## src/sv/pedi_pkg.sv

```systemverilog
// Shared constants and types for the polynomial evaluator.
// Used by the divider unit and the top level; depends on nothing.
package pedi_pkg;

	// Defaults for the top-level parameters.
	localparam int MAX_DEGREE_DEF = 10;
	localparam int FRAC_BITS_DEF = 16;

	// Operation codes.
	localparam logic [2:0] OP_LOAD = 3'd0;
	localparam logic [2:0] OP_EVAL = 3'd1;
	localparam logic [2:0] OP_DERIV = 3'd2;
	localparam logic [2:0] OP_INTEG = 3'd3;
	localparam logic [2:0] OP_SLOPE = 3'd4;

	// Status codes.
	localparam logic [1:0] ST_OK = 2'd0;
	localparam logic [1:0] ST_SAT = 2'd1;
	localparam logic [1:0] ST_INTERVAL = 2'd2;
	localparam logic [1:0] ST_INDEX = 2'd3;

	// Saturation limits of a 32-bit result.
	localparam logic signed [31:0] S32_MAX = 32'sh7FFF_FFFF;
	localparam logic signed [31:0] S32_MIN = 32'sh8000_0000;

	// Divider request and status.
	typedef struct packed {
		logic start;
		logic short_mode;
	} div_ctl_t;

	typedef struct packed {
		logic busy;
		logic done;
	} div_sts_t;

endpackage

```

## src/sv/pedi_if.sv

```systemverilog
// Handshake interfaces for the request and result channels.
// Self-contained; widths follow the fixed item fields.
interface pedi_req_if;
	logic valid;
	logic ready;
	logic [2:0] operation;
	logic [3:0] coef_index;
	logic signed [31:0] coef_value;
	logic signed [31:0] x_a;
	logic signed [31:0] x_b;

	modport source(output valid, operation, coef_index, coef_value, x_a, x_b, input ready);
	modport sink(input valid, operation, coef_index, coef_value, x_a, x_b, output ready);
endinterface

interface pedi_rsp_if;
	logic valid;
	logic ready;
	logic signed [31:0] result_value;
	logic [1:0] status;

	modport source(output valid, result_value, status, input ready);
	modport sink(input valid, result_value, status, output ready);
endinterface

```

## src/sv/polynomial_eval_derivative_integral.sv

```systemverilog
// Polynomial evaluator with derivative, integral and secant slope by Horner's rule.
// One item at a time: the shared multiplier and the bit-serial divider set the rate, and a
// new request is taken only after the last result is taken. Reset clears the table and the
// degree at once.
// Depends on pedi_pkg, pedi_if and pedi_div.
module polynomial_eval_derivative_integral #(
	parameter int MAX_DEGREE = pedi_pkg::MAX_DEGREE_DEF,
	parameter int FRAC_BITS = pedi_pkg::FRAC_BITS_DEF
) (
	input logic clk,
	input logic arst_n,
	input logic cfg_we,
	input logic [3:0] cfg_wdata,
	pedi_req_if.sink req,
	pedi_rsp_if.source rsp
);
	import pedi_pkg::*;

	localparam int IDX_W = $clog2(MAX_DEGREE + 1);
	localparam int TW = 38;
	localparam int MSH_W = 64 - FRAC_BITS;
	localparam int SUM_W = MSH_W + 1;
	localparam int DVW = 33 + FRAC_BITS;

	// Sequencer states.
	localparam logic [3:0] S_IDLE = 4'd0;
	localparam logic [3:0] S_START = 4'd1;
	localparam logic [3:0] S_TERM = 4'd2;
	localparam logic [3:0] S_TWAIT = 4'd3;
	localparam logic [3:0] S_TDIV = 4'd4;
	localparam logic [3:0] S_ACC = 4'd5;
	localparam logic [3:0] S_MUL = 4'd6;
	localparam logic [3:0] S_MSH = 4'd7;
	localparam logic [3:0] S_DONE = 4'd8;
	localparam logic [3:0] S_SDIV = 4'd9;
	localparam logic [3:0] S_OUT = 4'd10;

	logic [3:0] state_q;
	logic [3:0] deg_q;
	logic signed [31:0] coef_q [MAX_DEGREE+1];
	logic [2:0] op_q;
	logic [IDX_W-1:0] j_q, d_q, d_used, jmin;
	logic first_q, fin_q, chain_q, sat_q;
	logic [1:0] err_q;
	logic signed [31:0] a_q, b_q, x_q, acc_q, up_q, pa_q, res_q;
	logic signed [TW-1:0] t_q;
	logic signed [MSH_W-1:0] msh_q;
	logic signed [63:0] prod_q;
	logic signed [31:0] mul_a, mul_b;
	logic signed [SUM_W-1:0] sum;
	logic [SUM_W-32:0] sum_hi;
	logic sum_ovf;
	logic signed [31:0] sum_sat;
	logic signed [32:0] diff;
	logic diff_ovf;
	logic signed [31:0] diff_sat;
	logic signed [32:0] dy;
	logic [DVW-32:0] q_hi;
	logic q_ovf;
	logic signed [31:0] q_sat;
	div_ctl_t div_ctl;
	div_sts_t div_sts;
	logic signed [DVW-1:0] div_dividend, div_quot;
	logic [31:0] div_divisor;

	// Degree in use, clamped to the table size.
	assign d_used = (int'(deg_q) > MAX_DEGREE) ? IDX_W'(MAX_DEGREE) : IDX_W'(deg_q);
	assign jmin = (op_q == OP_DERIV) ? IDX_W'(1) : IDX_W'(0);

	// Configuration register.
	always_ff @(posedge clk or negedge arst_n) begin
		if (!arst_n) begin
			deg_q <= '0;
		end else if (cfg_we) begin
			deg_q <= cfg_wdata;
		end
	end

	// Shared multiplier with a registered product.
	always_comb begin
		if (state_q == S_TERM) begin
			mul_a = coef_q[j_q];
			mul_b = $signed(32'(j_q));
		end else begin
			mul_a = acc_q;
			mul_b = x_q;
		end
	end

	always_ff @(posedge clk) begin
		prod_q <= 64'(mul_a) * 64'(mul_b);
	end

	// Horner step sum and its saturation.
	assign sum = (first_q ? SUM_W'(0) : SUM_W'(msh_q)) + SUM_W'(t_q);
	assign sum_hi = sum[SUM_W-1:31];
	assign sum_ovf = !((&sum_hi) || !(|sum_hi));
	assign sum_sat = sum_ovf ? (sum[SUM_W-1] ? S32_MIN : S32_MAX) : sum[31:0];

	// Difference of the two integral chains.
	assign diff = 33'(up_q) - 33'(acc_q);
	assign diff_ovf = diff[32] != diff[31];
	assign diff_sat = diff_ovf ? (diff[32] ? S32_MIN : S32_MAX) : diff[31:0];

	// Slope numerator and quotient saturation.
	assign dy = 33'(acc_q) - 33'(pa_q);
	assign q_hi = div_quot[DVW-1:31];
	assign q_ovf = !((&q_hi) || !(|q_hi));
	assign q_sat = q_ovf ? (div_quot[DVW-1] ? S32_MIN : S32_MAX) : div_quot[31:0];

	// Divider requests: coefficient over its index plus one, or the slope quotient.
	always_comb begin
		div_ctl.start = 1'b0;
		div_ctl.short_mode = 1'b0;
		div_dividend = DVW'(coef_q[j_q]);
		div_divisor = 32'(j_q) + 32'd1;
		if (state_q == S_TERM && op_q == OP_INTEG) begin
			div_ctl.start = 1'b1;
			div_ctl.short_mode = 1'b1;
		end else if (state_q == S_DONE && op_q == OP_SLOPE && chain_q) begin
			div_ctl.start = 1'b1;
			div_dividend = DVW'(dy) <<< FRAC_BITS;
			div_divisor = 32'(33'(b_q) - 33'(a_q));
		end
	end

	pedi_div #(
		.FRAC_BITS(FRAC_BITS)
	) u_div (
		.clk(clk),
		.arst_n(arst_n),
		.ctl(div_ctl),
		.dividend(div_dividend),
		.divisor(div_divisor),
		.sts(div_sts),
		.quotient(div_quot)
	);

	// Coefficient table.
	always_ff @(posedge clk or negedge arst_n) begin
		if (!arst_n) begin
			for (int i = 0; i <= MAX_DEGREE; i++) begin
				coef_q[i] <= '0;
			end
		end else if (state_q == S_IDLE && req.valid && req.operation == OP_LOAD
				&& int'(req.coef_index) <= MAX_DEGREE) begin
			coef_q[req.coef_index[IDX_W-1:0]] <= req.coef_value;
		end
	end

	// Sequencer control.
	always_ff @(posedge clk or negedge arst_n) begin
		if (!arst_n) begin
			state_q <= S_IDLE;
			op_q <= OP_LOAD;
			j_q <= '0;
			d_q <= '0;
			first_q <= 1'b0;
			fin_q <= 1'b0;
			chain_q <= 1'b0;
			sat_q <= 1'b0;
			err_q <= ST_OK;
		end else begin
			case (state_q)
				S_IDLE: begin
					if (req.valid) begin
						op_q <= req.operation;
						d_q <= d_used;
						sat_q <= 1'b0;
						err_q <= ST_OK;
						chain_q <= 1'b0;
						fin_q <= 1'b0;
						case (req.operation)
							OP_LOAD: begin
								if (int'(req.coef_index) > MAX_DEGREE) begin
									err_q <= ST_INDEX;
								end
								state_q <= S_OUT;
							end
							OP_EVAL, OP_DERIV, OP_INTEG: begin
								state_q <= S_START;
							end
							OP_SLOPE: begin
								if (req.x_b <= req.x_a) begin
									err_q <= ST_INTERVAL;
									state_q <= S_OUT;
								end else begin
									state_q <= S_START;
								end
							end
							default: begin
								state_q <= S_OUT;
							end
						endcase
					end
				end
				S_START: begin
					j_q <= d_q;
					first_q <= 1'b1;
					state_q <= S_TERM;
				end
				S_TERM: begin
					case (op_q)
						OP_DERIV: state_q <= S_TWAIT;
						OP_INTEG: state_q <= S_TDIV;
						default: state_q <= S_ACC;
					endcase
				end
				S_TWAIT: begin
					state_q <= S_ACC;
				end
				S_TDIV: begin
					if (div_sts.done) begin
						state_q <= S_ACC;
					end
				end
				S_ACC: begin
					first_q <= 1'b0;
					if (sum_ovf) begin
						sat_q <= 1'b1;
					end
					if (fin_q) begin
						fin_q <= 1'b0;
						state_q <= S_DONE;
					end else if (j_q > jmin) begin
						j_q <= j_q - 1'b1;
						state_q <= S_MUL;
					end else if (op_q == OP_INTEG) begin
						fin_q <= 1'b1;
						state_q <= S_MUL;
					end else begin
						state_q <= S_DONE;
					end
				end
				S_MUL: begin
					state_q <= S_MSH;
				end
				S_MSH: begin
					state_q <= fin_q ? S_ACC : S_TERM;
				end
				S_DONE: begin
					if ((op_q == OP_INTEG || op_q == OP_SLOPE) && !chain_q) begin
						chain_q <= 1'b1;
						state_q <= S_START;
					end else if (op_q == OP_SLOPE) begin
						state_q <= S_SDIV;
					end else begin
						if (op_q == OP_INTEG && diff_ovf) begin
							sat_q <= 1'b1;
						end
						state_q <= S_OUT;
					end
				end
				S_SDIV: begin
					if (div_sts.done) begin
						if (q_ovf) begin
							sat_q <= 1'b1;
						end
						state_q <= S_OUT;
					end
				end
				S_OUT: begin
					if (rsp.ready) begin
						state_q <= S_IDLE;
					end
				end
				default: begin
					state_q <= S_IDLE;
				end
			endcase
		end
	end

	// Datapath registers.
	always_ff @(posedge clk) begin
		case (state_q)
			S_IDLE: begin
				a_q <= req.x_a;
				b_q <= req.x_b;
				x_q <= (req.operation == OP_INTEG) ? req.x_b : req.x_a;
				res_q <= '0;
			end
			S_TERM: begin
				if (op_q != OP_DERIV && op_q != OP_INTEG) begin
					t_q <= TW'(coef_q[j_q]);
				end
			end
			S_TWAIT: begin
				t_q <= prod_q[TW-1:0];
			end
			S_TDIV: begin
				t_q <= div_quot[TW-1:0];
			end
			S_ACC: begin
				acc_q <= sum_sat;
			end
			S_MSH: begin
				msh_q <= prod_q[63:FRAC_BITS];
				if (fin_q) begin
					t_q <= '0;
				end
			end
			S_DONE: begin
				if (!chain_q) begin
					up_q <= acc_q;
					pa_q <= acc_q;
					x_q <= (op_q == OP_INTEG) ? a_q : b_q;
				end else if (op_q == OP_INTEG) begin
					res_q <= diff_sat;
				end
				if (op_q == OP_EVAL || op_q == OP_DERIV) begin
					res_q <= acc_q;
				end
			end
			S_SDIV: begin
				res_q <= q_sat;
			end
			default: begin
			end
		endcase
	end

	// Channel handshakes.
	assign req.ready = state_q == S_IDLE;
	assign rsp.valid = state_q == S_OUT;
	assign rsp.result_value = res_q;
	assign rsp.status = (err_q != ST_OK) ? err_q : (sat_q ? ST_SAT : ST_OK);

	// Assertions.
	a_one_item: assert property (@(posedge clk) disable iff (!arst_n)
		rsp.valid |-> !req.ready) else $error("request taken while a result waits");
	a_div_idle: assert property (@(posedge clk) disable iff (!arst_n)
		div_ctl.start |-> !div_sts.busy) else $error("divider started while busy");
	a_index_range: assert property (@(posedge clk) disable iff (!arst_n)
		state_q == S_TERM |-> j_q <= d_q) else $error("term index above degree");
	a_error_zero: assert property (@(posedge clk) disable iff (!arst_n)
		rsp.valid && (err_q == ST_INTERVAL || err_q == ST_INDEX) |-> res_q == '0)
		else $error("error item with nonzero value");

endmodule

```

## src/sv/pedi_div.sv

```systemverilog
// Restoring signed divider, one quotient bit per cycle.
// Depends on pedi_pkg for the control and status structs.
module pedi_div #(
	parameter int FRAC_BITS = pedi_pkg::FRAC_BITS_DEF
) (
	input logic clk,
	input logic arst_n,
	input pedi_pkg::div_ctl_t ctl,
	input logic signed [32+FRAC_BITS:0] dividend,
	input logic [31:0] divisor,
	output pedi_pkg::div_sts_t sts,
	output logic signed [32+FRAC_BITS:0] quotient
);
	import pedi_pkg::*;

	localparam int DW = 32 + FRAC_BITS;
	localparam int CW = $clog2(DW + 1);

	logic busy_q, done_q, neg_q;
	logic [CW-1:0] cnt_q;
	logic [DW-1:0] quo_q;
	logic [31:0] rem_q;
	logic [31:0] div_q;
	logic [DW:0] mag;
	logic [32:0] shifted;
	logic fits;

	// Magnitude of the dividend; the divisor is always positive.
	assign mag = dividend[DW] ? (DW+1)'(-dividend) : dividend;
	assign shifted = {rem_q, quo_q[DW-1]};
	assign fits = shifted >= {1'b0, div_q};

	// One trial subtraction per cycle.
	always_ff @(posedge clk or negedge arst_n) begin
		if (!arst_n) begin
			busy_q <= 1'b0;
			done_q <= 1'b0;
			cnt_q <= '0;
		end else begin
			done_q <= 1'b0;
			if (ctl.start) begin
				busy_q <= 1'b1;
				cnt_q <= ctl.short_mode ? CW'(32) : CW'(DW);
			end else if (busy_q) begin
				cnt_q <= cnt_q - 1'b1;
				if (cnt_q == CW'(1)) begin
					busy_q <= 1'b0;
					done_q <= 1'b1;
				end
			end
		end
	end

	always_ff @(posedge clk) begin
		if (ctl.start) begin
			neg_q <= dividend[DW];
			rem_q <= '0;
			div_q <= divisor;
			if (ctl.short_mode) begin
				quo_q <= {mag[31:0], (DW-32)'(0)};
			end else begin
				quo_q <= mag[DW-1:0];
			end
		end else if (busy_q) begin
			rem_q <= fits ? 32'(shifted - {1'b0, div_q}) : shifted[31:0];
			quo_q <= {quo_q[DW-2:0], fits};
		end
	end

	assign sts.busy = busy_q;
	assign sts.done = done_q;
	assign quotient = neg_q ? -$signed({1'b0, quo_q}) : $signed({1'b0, quo_q});

	// Assertions.
	a_no_restart: assert property (@(posedge clk) disable iff (!arst_n)
		ctl.start |-> !busy_q) else $error("divider restarted while busy");
	a_done_after_busy: assert property (@(posedge clk) disable iff (!arst_n)
		done_q |-> $past(busy_q)) else $error("divider done without work");
	a_done_clears: assert property (@(posedge clk) disable iff (!arst_n)
		done_q |-> !busy_q) else $error("divider busy and done together");

endmodule

```

## src/flat_wrapper.sv

```systemverilog
// flat-port wrapper written by rule: the top's interface ports become plain ports
module polynomial_eval_derivative_integral_flat import pedi_pkg::*;
#(
	parameter int MAX_DEGREE = pedi_pkg::MAX_DEGREE_DEF,
	parameter int FRAC_BITS = pedi_pkg::FRAC_BITS_DEF
)
  (clk, arst_n, cfg_we, cfg_wdata, req_valid, req_operation, req_coef_index, req_coef_value, req_x_a, req_x_b, req_ready, rsp_valid, rsp_result_value, rsp_status, rsp_ready);
  pedi_req_if req_i ();
  pedi_rsp_if rsp_i ();
  input logic clk;
  input logic arst_n;
  input logic cfg_we;
  input logic [3:0] cfg_wdata;
  input wire logic [$bits(req_i.valid)-1:0] req_valid;
  input wire logic [$bits(req_i.operation)-1:0] req_operation;
  input wire logic [$bits(req_i.coef_index)-1:0] req_coef_index;
  input wire logic [$bits(req_i.coef_value)-1:0] req_coef_value;
  input wire logic [$bits(req_i.x_a)-1:0] req_x_a;
  input wire logic [$bits(req_i.x_b)-1:0] req_x_b;
  output wire logic [$bits(req_i.ready)-1:0] req_ready;
  output wire logic [$bits(rsp_i.valid)-1:0] rsp_valid;
  output wire logic [$bits(rsp_i.result_value)-1:0] rsp_result_value;
  output wire logic [$bits(rsp_i.status)-1:0] rsp_status;
  input wire logic [$bits(rsp_i.ready)-1:0] rsp_ready;
  assign req_i.valid = req_valid;
  assign req_i.operation = req_operation;
  assign req_i.coef_index = req_coef_index;
  assign req_i.coef_value = req_coef_value;
  assign req_i.x_a = req_x_a;
  assign req_i.x_b = req_x_b;
  assign req_ready = req_i.ready;
  assign rsp_valid = rsp_i.valid;
  assign rsp_result_value = rsp_i.result_value;
  assign rsp_status = rsp_i.status;
  assign rsp_i.ready = rsp_ready;
  polynomial_eval_derivative_integral #(.MAX_DEGREE(MAX_DEGREE), .FRAC_BITS(FRAC_BITS)) u_core (.clk(clk), .arst_n(arst_n), .cfg_we(cfg_we), .cfg_wdata(cfg_wdata), .req(req_i), .rsp(rsp_i));
endmodule
```

## config.mk

```make
export PLATFORM = sky130hd
export DESIGN_NAME = polynomial_eval_derivative_integral_flat
export DESIGN_NICKNAME = d
export VERILOG_FILES = /design/src/sv/pedi_pkg.sv /design/src/sv/pedi_if.sv /design/src/sv/polynomial_eval_derivative_integral.sv /design/src/sv/pedi_div.sv /design/src/flat_wrapper.sv
export SDC_FILE = /design/constraint.sdc
export NUM_CORES = 2
export LEC_CHECK = 0
export ABC_CLOCK_PERIOD_IN_PS = 11610
export BUFFER_PORTS_ARGS = -buffer_cell sky130_fd_sc_hd__buf_2
export CORE_MARGIN = 5
export CORE_UTILIZATION = 40
export CTS_BUF_LIST = sky130_fd_sc_hd__clkbuf_4
export CTS_CLUSTER_SIZE = 24
export DETAILED_ROUTE_END_ITERATION = 10
export MAX_ROUTING_LAYER = met4
export PLACE_DENSITY = 0.65
export SYNTH_ARGS = -nofsm -noshare
export SYNTH_HDL_FRONTEND = slang
export SYNTH_SLANG_ARGS = --single-unit
```

## constraint.sdc

```tcl
create_clock -name clk -period 11.61 [get_ports clk]
set_clock_uncertainty 0.05 [all_clocks]
set_input_delay 1.161 -clock clk [delete_from_list [all_inputs] [get_ports clk]]
set_output_delay 1.161 -clock clk [all_outputs]
set_load 0.02 [all_outputs]
```

==> flow_summary_export.csv <==
group,metric,value,unit
critical_path,reg2reg_from,"u_core.state_q[0]",
grt,grt_max_degree,101,
route,wirelength,298100,um
clocking,root_buffer,"clkbuf_4",
critical_path,critical_path_arrival,11.96,ns
final_layout,fin_area,0.09233,mm2
final_layout,final_common_cell,"inv_1",
clocking,insertion_delay,1.25,ns
floorplanning,num_rows,169,
critical_path,crit_path_end_kind,"flip-flop",
synthesis,syn_inst,8571,
route,drt_iter0_drc,7303,
final_layout,fin_util,0.4362,
place,hpwl,226900,um
clocking,h-tree-depth,4,
clocking,cts_tree,"built",
floorplanning,start_util,0.4010,
timing,setup_tns,0,ns
critical_path,crit_type,"flip-flop to flip-flop",
timing,hold_viol_final,0,
route,drcViolationCount,0,
synthesis,synth_warnings,0,
grt,antenna_found_initial,47,
route,dr.pass1.iters,9,
critical_path,cp-start-kind,"flip-flop",
timing,finalSetupViolations,0,
route,ant_nets,0,
synthesis,synth_cell_type_count,88,
route,wl_per_cell,25.52,um
synthesis,avgSynthCellArea,9.902,um2
synthesis,synthesis.area,0.08487,mm2
synthesis,synth-seq-cells,840,
floorplanning,io_pins,148,
timing,fin_crit,10.94,ns
critical_path,path_max_fanout,48,
timing,fmax,0.09138,GHz
final_layout,fin_cells,11680,
run,cap_violations,0,
place,port_buffers,147,
place,place_inst,11200,
synthesis,synth_seq_area_share,0.2632,
clocking,cts_buffer_depth,3,
timing,finalCritPeriodShare,0.9425,
critical_path,cp.required,12.63,ns
timing,slew_viol_final,0,
critical_path,cpMaxStageDelayCell,"fa_1",
synthesis,ys.flop_type,"dfrtp_1",
route,num_vias,66610,
synthesis,syn_nets,10170,
critical_path,crit_path_start,"u_core.state_q[0]",
place,place.gp.congestion,0.9914,
floorplanning,fp.coreArea,0.2117,mm2
synthesis,async_flop_share,0.4583,
status,status,"finished, final reports clean",
clocking,clkSinkCount,840,
min_path,worstHoldStart,"req_x_b[14]",
clocking,cts_buffers,217,
clocking,cts.repair.resized,0,
grt,grt_use_total,0.2737,
min_path,hp-class,"primary input to flip-flop",
floorplanning,dieWidth,470.6,um
grt,grt_pass1_wl,444900,um
critical_path,critical_path.max_stage_delay,0.99,ns
clocking,cts.clk_slew.worst_paths,0.07,ns
floorplanning,dieArea,0.2215,mm2
synthesis,synth_edf_count,359,
grt,grt_overflow,0,
timing,worstMarginPinSlew,1.221,ns
final_layout,final_cell_mix,"inv_1 (1227), fa_1 (1087), nand2_1 (898)",
final_layout,syn_to_final_growth,8.789,%
critical_path,cp_common_cell,"fa_1",
grt,grt_pass1_vias,69020,
timing,rsz0062_at_grt,"false",
floorplanning,die_height,470.6,um
timing,slew_headroom,0.1858,
route,viasPerCell,5.704,
final_layout,layout.nets,10260,
final_layout,drive_above_1_share,0.1386,
place,dpl_cell_area,0.08878,mm2
-- metal layers --
metal  track usage  part of all wire
met2        0.4223              0.46
met1        0.3467              0.40
met4        0.1370             0.059
met3       0.05096             0.087
met5             -                 0
-- cell families (layout without fill, tap and decap cells) --
group                    Yosys count  count (layout)  synth area share
XOR/XNOR                         284             284           0.02931
multiplexers                     550             550           0.07993
buffers and inverters           1763            2017           0.07866
flip-flops                       840             840            0.2632
other                              0              31                 0
adder cells (fa/ha/maj)         1486            1486            0.3152
AND/OR/NAND/NOR                 2305            2306            0.1316
AO/OA/AOI/OAI                   1343            1343            0.1021
-- worst paths after layout --
kind                                       to  slack [ns]  cells after the start
min reg2reg                  u_core.msh_q[34]        0.33                      0
min in group asynchronous  u_core.coef_q[212]        0.49                      2
max                         u_core.prod_q[63]        0.67                     32
max reg2reg                 u_core.prod_q[63]        0.67                     32
min                            u_core.b_q[14]        0.16                      1
max in group asynchronous  u_core.coef_q[185]        8.52                      4
-- worst max-delay path, delay by kind of cell (launching register included) --
| kind | cells | cell delay, ns |
|---|---|---|
| fa+ha+maj | 9 | 5.18 |
| compound gates | 9 | 2.19 |
| simple gates | 6 | 1.40 |
| buf+inv | 7 | 1.26 |
| flops | 1 | 0.57 |
| xor+xnor | 1 | 0.14 |
-- final cells by class --
cell class | instances | area, um2
fillers | 20150 | 119300
multi-input cells | 5969 | 56070
flip-flops and latches | 840 | 22350
inverters | 1230 | 4617
well taps | 2821 | 3530
repair buffers | 401 | 2848
clock buffers | 326 | 2447
clock inverters | 60 | 392.9
diodes | 31 | 77.57
-- per-stage QoR --
| step | setup WS, ns | hold WS (ns) |
|---|---|---|
| 6_report | 0.6670 | 0.1647 |
| 5_1_grt | 0.06635 | 0.07175 |
| 4_1_cts | 0.6915 | 0.003779 |
| 3_5_place_dp | 0.7106 | 0.3387 |
| 3_3_place_gp | 0.9775 | 0.3395 |
| 2_1_floorplan | 1.672 | 0.3355 |
-- registers in the layout, indices dropped and copies added (netlist names), 2 cells and up --
name and flops:
u_core.a_q 32, u_core.acc_q 32, u_core.b_q 32, u_core.coef_q 352, u_core.d_q 4, u_core.deg_q 4, u_core.err_q 2, u_core.j_q 4
u_core.msh_q 48, u_core.op_q 3, u_core.prod_q 64, u_core.rsp.result_value 32, u_core.state_q 4, u_core.t_q 38, u_core.u_div.cnt_q 6, u_core.u_div.div_q 32
u_core.u_div.quo_q 48, u_core.u_div.rem_q 32, u_core.up_q 32, u_core.x_q 32
-- timing repair --
action / in CTS / in global routing
buffers inserted: 0 / 0
hold buffers: 63 / 0
endpoints found under the setup margin: 0 / 1
hold endpoints to repair: 145 / 0
-- cell usage after synthesis, types with 96 or more instances --
cell      count  share of area
o21ai_0     291          0.017
nor2_1      384          0.017
xor2_1      118          0.012
clkbuf_1    472          0.021
mux2_2      382          0.051
mux2i_1     104          0.012
a21oi_1     365          0.022
inv_1      1229          0.054
fa_1       1087           0.26
dfrtp_1     385           0.11
xnor2_1     166          0.017
edfxtp_1    359           0.13
nand2_1     900          0.040
dfxtp_1      96          0.023
and3_1      508          0.037
ha_1        398          0.059
a21o_1      166          0.015
Power is not shown: default switching activity piles up to over one toggle a cycle in this logic, so the estimate is an artifact.
